[config.mk]
export PLATFORM = sky130hd
export DESIGN_NAME = cgpc_frame_core
export DESIGN_NICKNAME = d
export VERILOG_FILES = /design/src/cgpc_pkg.sv /design/src/cgpc_frame_core.sv
export SDC_FILE = /design/constraint.sdc
export NUM_CORES = 1
export LEC_CHECK = 0
export BUFFER_PORTS_ARGS = -buffer_cell sky130_fd_sc_hd__buf_2
export CAP_MARGIN = 20
export CORE_UTILIZATION = 57
export CTS_BUF_LIST = sky130_fd_sc_hd__clkbuf_2
export CTS_CLUSTER_DIAMETER = 150
export DETAILED_ROUTE_END_ITERATION = 16
export HOLD_SLACK_MARGIN = 0.03
export PLACE_DENSITY = 0.82
export SKIP_LAST_GASP = 1
export SLEW_MARGIN = 20
export SYNTH_ARGS = -nofsm -noshare
export SYNTH_HDL_FRONTEND = slang
export SYNTH_SLANG_ARGS = --single-unit
[constraint.sdc]
create_clock -name clk -period 2.7 [get_ports clk]
set_clock_uncertainty 0.05 [all_clocks]
set_input_delay 0.135 -clock clk [delete_from_list [all_inputs] [get_ports clk]]
set_output_delay 0.135 -clock clk [all_outputs]
set_load 0.03 [all_outputs]
[src/cgpc_pkg.sv]
// Package: item types, CRC-15 constants and CRC helper functions for the PEC checker.
package cgpc_pkg;

  // Frame layout
  localparam int unsigned DataLen  = 6;
  localparam int unsigned FrameLen = 8;
  localparam logic [2:0]  PosPecHi = 3'd6;
  localparam logic [2:0]  PosPecLo = 3'd7;

  // CRC-15 polynomial and seed
  localparam logic [15:0] CrcPoly = 16'h4599;
  localparam logic [15:0] CrcSeed = 16'd16;

  // Input item
  typedef struct packed {
    logic [7:0] rx_byte;
    logic       frame_start;
    logic [1:0] group_index;
  } in_item_t;

  // Result item
  typedef struct packed {
    logic [15:0] cell_code_first;
    logic [15:0] cell_code_second;
    logic [15:0] cell_code_third;
    logic [1:0]  group_out;
    logic        pec_mismatch;
  } out_item_t;

  // One table entry of the byte-wise CRC-15, eight shift/xor steps
  function automatic logic [15:0] crc15_entry(input logic [7:0] idx);
    logic [15:0] r;
    r = {1'b0, idx, 7'd0};
    for (int b = 0; b < 8; b++) begin
      if (r[14]) begin
        r = {r[14:0], 1'b0} ^ CrcPoly;
      end else begin
        r = {r[14:0], 1'b0};
      end
    end
    return r;
  endfunction

  // Fold one byte into the running remainder
  function automatic logic [15:0] crc15_update(input logic [15:0] rem, input logic [7:0] data);
    logic [7:0] addr;
    addr = rem[14:7] ^ data;
    return {rem[7:0], 8'd0} ^ crc15_entry(addr);
  endfunction

endpackage

[src/cgpc_frame_core.sv]
// Frame assembly: byte position, data bytes, running CRC and the PEC compare.
module cgpc_frame_core (
  input  logic              clk,
  input  logic              rst_n,
  input  logic              acc,
  input  cgpc_pkg::in_item_t  item,
  output logic              res_valid,
  output cgpc_pkg::out_item_t res
);
  import cgpc_pkg::*;

  logic [2:0]       byte_count_r, byte_count_nxt;
  logic [15:0]      crc_r, crc_nxt;
  logic [5:0][7:0]  data_r, data_nxt;
  logic [7:0]       pec_hi_r, pec_hi_nxt;

  logic [2:0]       pos;
  logic [15:0]      crc_cur;
  logic [15:0]      pec_rx;
  logic [15:0]      pec_calc;

  // A start marker drops any partial frame
  assign pos     = item.frame_start ? 3'd0 : byte_count_r;
  assign crc_cur = item.frame_start ? CrcSeed : crc_r;

  // Received PEC is big endian; the computed one is the remainder doubled
  assign pec_rx   = {pec_hi_r, item.rx_byte};
  assign pec_calc = {crc_cur[14:0], 1'b0};

  // Next-state logic per byte position
  always_comb begin
    byte_count_nxt = byte_count_r;
    crc_nxt        = crc_r;
    data_nxt       = data_r;
    pec_hi_nxt     = pec_hi_r;
    res_valid      = 1'b0;
    if (acc) begin
      if (pos < PosPecHi) begin
        data_nxt[pos]  = item.rx_byte;
        crc_nxt        = crc15_update(crc_cur, item.rx_byte);
        byte_count_nxt = pos + 3'd1;
      end else if (pos == PosPecHi) begin
        pec_hi_nxt     = item.rx_byte;
        crc_nxt        = crc_cur;
        byte_count_nxt = PosPecLo;
      end else begin
        // last byte: emit and reopen the frame
        res_valid      = 1'b1;
        crc_nxt        = CrcSeed;
        byte_count_nxt = 3'd0;
      end
    end
  end

  // Result fields for the last byte
  always_comb begin
    res.cell_code_first  = {data_r[1], data_r[0]};
    res.cell_code_second = {data_r[3], data_r[2]};
    res.cell_code_third  = {data_r[5], data_r[4]};
    res.group_out        = item.group_index;
    res.pec_mismatch     = (pec_rx != pec_calc);
  end

  // Control state
  always_ff @(posedge clk) begin
    if (!rst_n) begin
      byte_count_r <= 3'd0;
      crc_r        <= CrcSeed;
    end else begin
      byte_count_r <= byte_count_nxt;
      crc_r        <= crc_nxt;
    end
  end

  // Payload state
  always_ff @(posedge clk) begin
    data_r   <= data_nxt;
    pec_hi_r <= pec_hi_nxt;
  end

endmodule

==> run summary <==
DRT antenna net count = 0
Filler cells = 425
Crit share post-route = 95.5%
Cell area after layout = 4110 um2
Die H = 80.5 um
RSZ-0062 raised after global routing = false
Cell Int Power = 2.36 mW
Post-synth EDFFs = 56
Drt total wl = 7.82 mm
Switching power = 1.32 mW
Met2 GRT Util = 41.9%
DR WL/cell = 18.0 um
Total power draw = 3.68 mW
# nets final = 370
Status = completed
Final core occ = 69.3%
CTS sink cnt = 74
Register area share after synthesis = 58.1%
CTS H-tree depth = 3
Die Wd = 80.5 um
Gr busiest metal = met2
Detailed-route vias per instance = 5.71
WP data required = 2.52 ns
Input/output buffers = 61
HP Start = item[2]
CP max stage delay = 0.52 ns
GR Util met3 = 4.43%
Worst relative slew slack = 45.2%
Period minus WS final = 2.58 ns
Logic pwr share = 42.1%
Crit-path max FO = 13
Vias in the first global route = 2,362
Number of synthesized register bits = 74
Post-Syn Area = 3510 um2
R2r startpoint = crc_r[13]
Antenna cells = 0
Hold Path End = byte_count_r[2]
Yosys top cell area share = 47.9%
Initial DRC count = 210
Reg clk slew, reported paths = 0.22 ns
Synth cell types = 50
Final TNS setup = 0 ns
Gpl congestion = 0.914
Residual DRC = 0
Share of cells above drive strength 1 = 27.0%
First-pass GRT wire length = 12.3 mm
Critical Path End Type = output port
Reg2Reg Depth = 7
Clock root buffer = clkbuf_2
M1 GR Usage = 35.5%
Clk buf depth = 2
CORE AREA = 5920 um2
Critical path buffer and inverter count = 3
Drt first pass iters = 7
Layout area overhead = 16.9%
I/O pins = 66
Std-Cell Rows = 28
Final Max Slew Viols = 0
Slowest cell on crit path = dlygate4sd3_1
Crit-path cells = dlygate4sd3_1, buf_2, nor4bb_1, a31oi_1, o32a_1, nor4_1, nand4_1, buf_2
Total track usage = 26.5%
Die ar. = 6480 um2
Peak Freq = 0.388 GHz
Reg2Reg Setup Slack = 0.38 ns
Syn_area_per_cell = 12.5 um2
Flop pwr share = 39.8%
Worst-Skew Late Latency = 0.52 ns
Placed inst area = 3880 um2
Initial antenna violation count = 0
Startpoint Class = primary input
Dpl hpwl = 5.29 mm
Setup bufs post-CTS = 0
Worst hold stages = 5
Maximum VDD drop = 635 uV
Post-synth ARST share = 0%
Syn nets = 297
CP arrival = 2.39 ns
R2R Path End = crc_r[10]
CTS tree = built
Synth top area cells = edfxtp_1 (48%), dfxtp_1 (10%), xnor2_1 (10%), nor2_1 (3.1%), nor2b_1 (2.5%)
Hold/Removal Path Class = primary input to flop
Via count = 2,480
Area leader, netlist = edfxtp_1
LEAKAGE = 1.54 nW
Max Cap Viol = 0
Top Family by Delay on Critical Path = buffers and inverters
Kind of critical path = primary input to output port
Critical Path Most Common Cell = buf_2
Initial Utilization = 59.3%
Finish-stage setup viols = 0
Sw frac = 35.9%
Cts bufs inserted = 9
PD cells = 896 nW/um2
Worst-Margin Slew = 0.819 ns
Post-Synthesis Cells = 281
Clock power frac = 18.1%
Syn. warnings = 0
Synth Flop Type = edfxtp_1
Hold Fails Final Rpt = 0
GRT Residual Overflow = 0
Pin count of the biggest net entering global routing = 22
## cell families after synthesis
| kind of cell | Yosys count | share of synthesized area, % |
|---|---|---|
| flops | 74 | 58.1 |
| simple gates | 73 | 10.8 |
| xor+xnor | 57 | 17.2 |
| compound gates | 42 | 8.41 |
| buf+inv | 31 | 4.20 |
| mux | 2 | 0.606 |
| fa+ha+maj | 2 | 0.712 |
## worst max path at each step
stage | startpoint | endpoint | slack, ns | cells after the start
3_3_place_gp | item[2] | crc_r[10] | 0.53 | 8
4_1_cts | crc_r[9] | res[0] | 0.07 | 6
2_1_floorplan | item[2] | res[11] | 0.41 | 5
3_5_place_dp | item[2] | crc_r[10] | 0.40 | 8
5_1_grt | pec_hi_r[2] | res[0] | 0.03 | 7
6_report | item[10] | res[0] | 0.12 | 8
## tightest hold or removal path: cells and delay by family
kind	cells	cell delay [ns]
AO/OA/AOI/OAI	2	0.22
buffers and inverters	1	0.21
AND/OR/NAND/NOR	2	0.18
## registers in the layout, indices dropped and copies added, names as in the netlist
signal	flops
pec_hi_r	8
res	48
byte_count_r	3
crc_r	15
## power groups by stage
stage / Sequential (mW) / Clock [mW] / Combinational (mW)
2_1_floorplan: 1.43 / 0 / 1.35
5_1_grt: 1.48 / 0.717 / 1.68
6_report: 1.47 / 0.664 / 1.55
3_3_place_gp: 1.48 / 0 / 1.50
4_1_cts: 1.46 / 0.677 / 1.55
3_5_place_dp: 1.48 / 0 / 1.53
## Yosys cell counts, drive strengths merged, types with 4 or more instances
cell and number:
edfxtp 56, dfxtp 18, xor2 10, inv 14, nand2 12, xnor2 44
buf 9, o22ai 4, a22oi 11, nor2b 15, nor2 30, clkbuf 8
o21ai 7
## what timing repair did
| item | 4_1_cts | 5_1_grt |
|---|---|---|
| gates resized for setup | 0 | 1 |
| hold buffers | 10 | 0 |
| hold endpoints to repair | 71 | 0 |
| setup endpoints to repair | 0 | 1 |
## per-layer routing
metal | up-vias | wire length, um
met5 | - | 0
met2 | 137 | 3650
met4 | 0 | 82
li1 | 1133 | -
met1 | 1201 | 3410
met3 | 9 | 681
## per-stage QoR
stage	instances	setup slack, ns	hold WS, ns
finish	434	0.122	0.211
detailed placement	408	0.398	0.220
global route	434	0.0256	0.217
floorplan	281	0.409	0.184
CTS	434	0.0721	0.160
global placement	408	0.527	0.220
## cells in the final DEF, fill, tap and decap left out, types with 2 or more instances in the layout
cell type      netlist  layout
edfxtp_1            56      56
xor2_1               9       9
nand3_1              3       3
nand2_1             12      12
xnor2_2              2       2
inv_6                0       3
xnor2_4              2       2
a31oi_1              3       3
nor4b_1              2       2
o21ai_0              6       6
clkbuf_2             0       9
o22ai_1              4       4
ha_1                 2       2
a221oi_1             3       3
inv_1               14      14
xnor2_1             40      40
buf_4                3       8
dfxtp_1             18      17
buf_2                4      61
nor4_1               2       2
nor2_1              29      29
o32ai_1              2       2
clkinvlp_4           0       2
nor2b_1             14      14
nor4bb_1             2       2
xnor3_2              2       2
dlygate4sd3_1        0      10
a21oi_1              3       3
a22oi_1             11      11
## final cells by class
class	instances	area, um2	share of cell area [%]
Sequential cell	74	2040	49.8
Multi-Input combinational cell	176	1320	32.2
Timing Repair Buffer	79	465	11.3
Tap cell	75	93.8	2.29
Clock inverter	7	82.6	2.01
Inverter	14	52.6	1.28
Clock buffer	9	45.0	1.10
(Power assumes the default switching activity.)
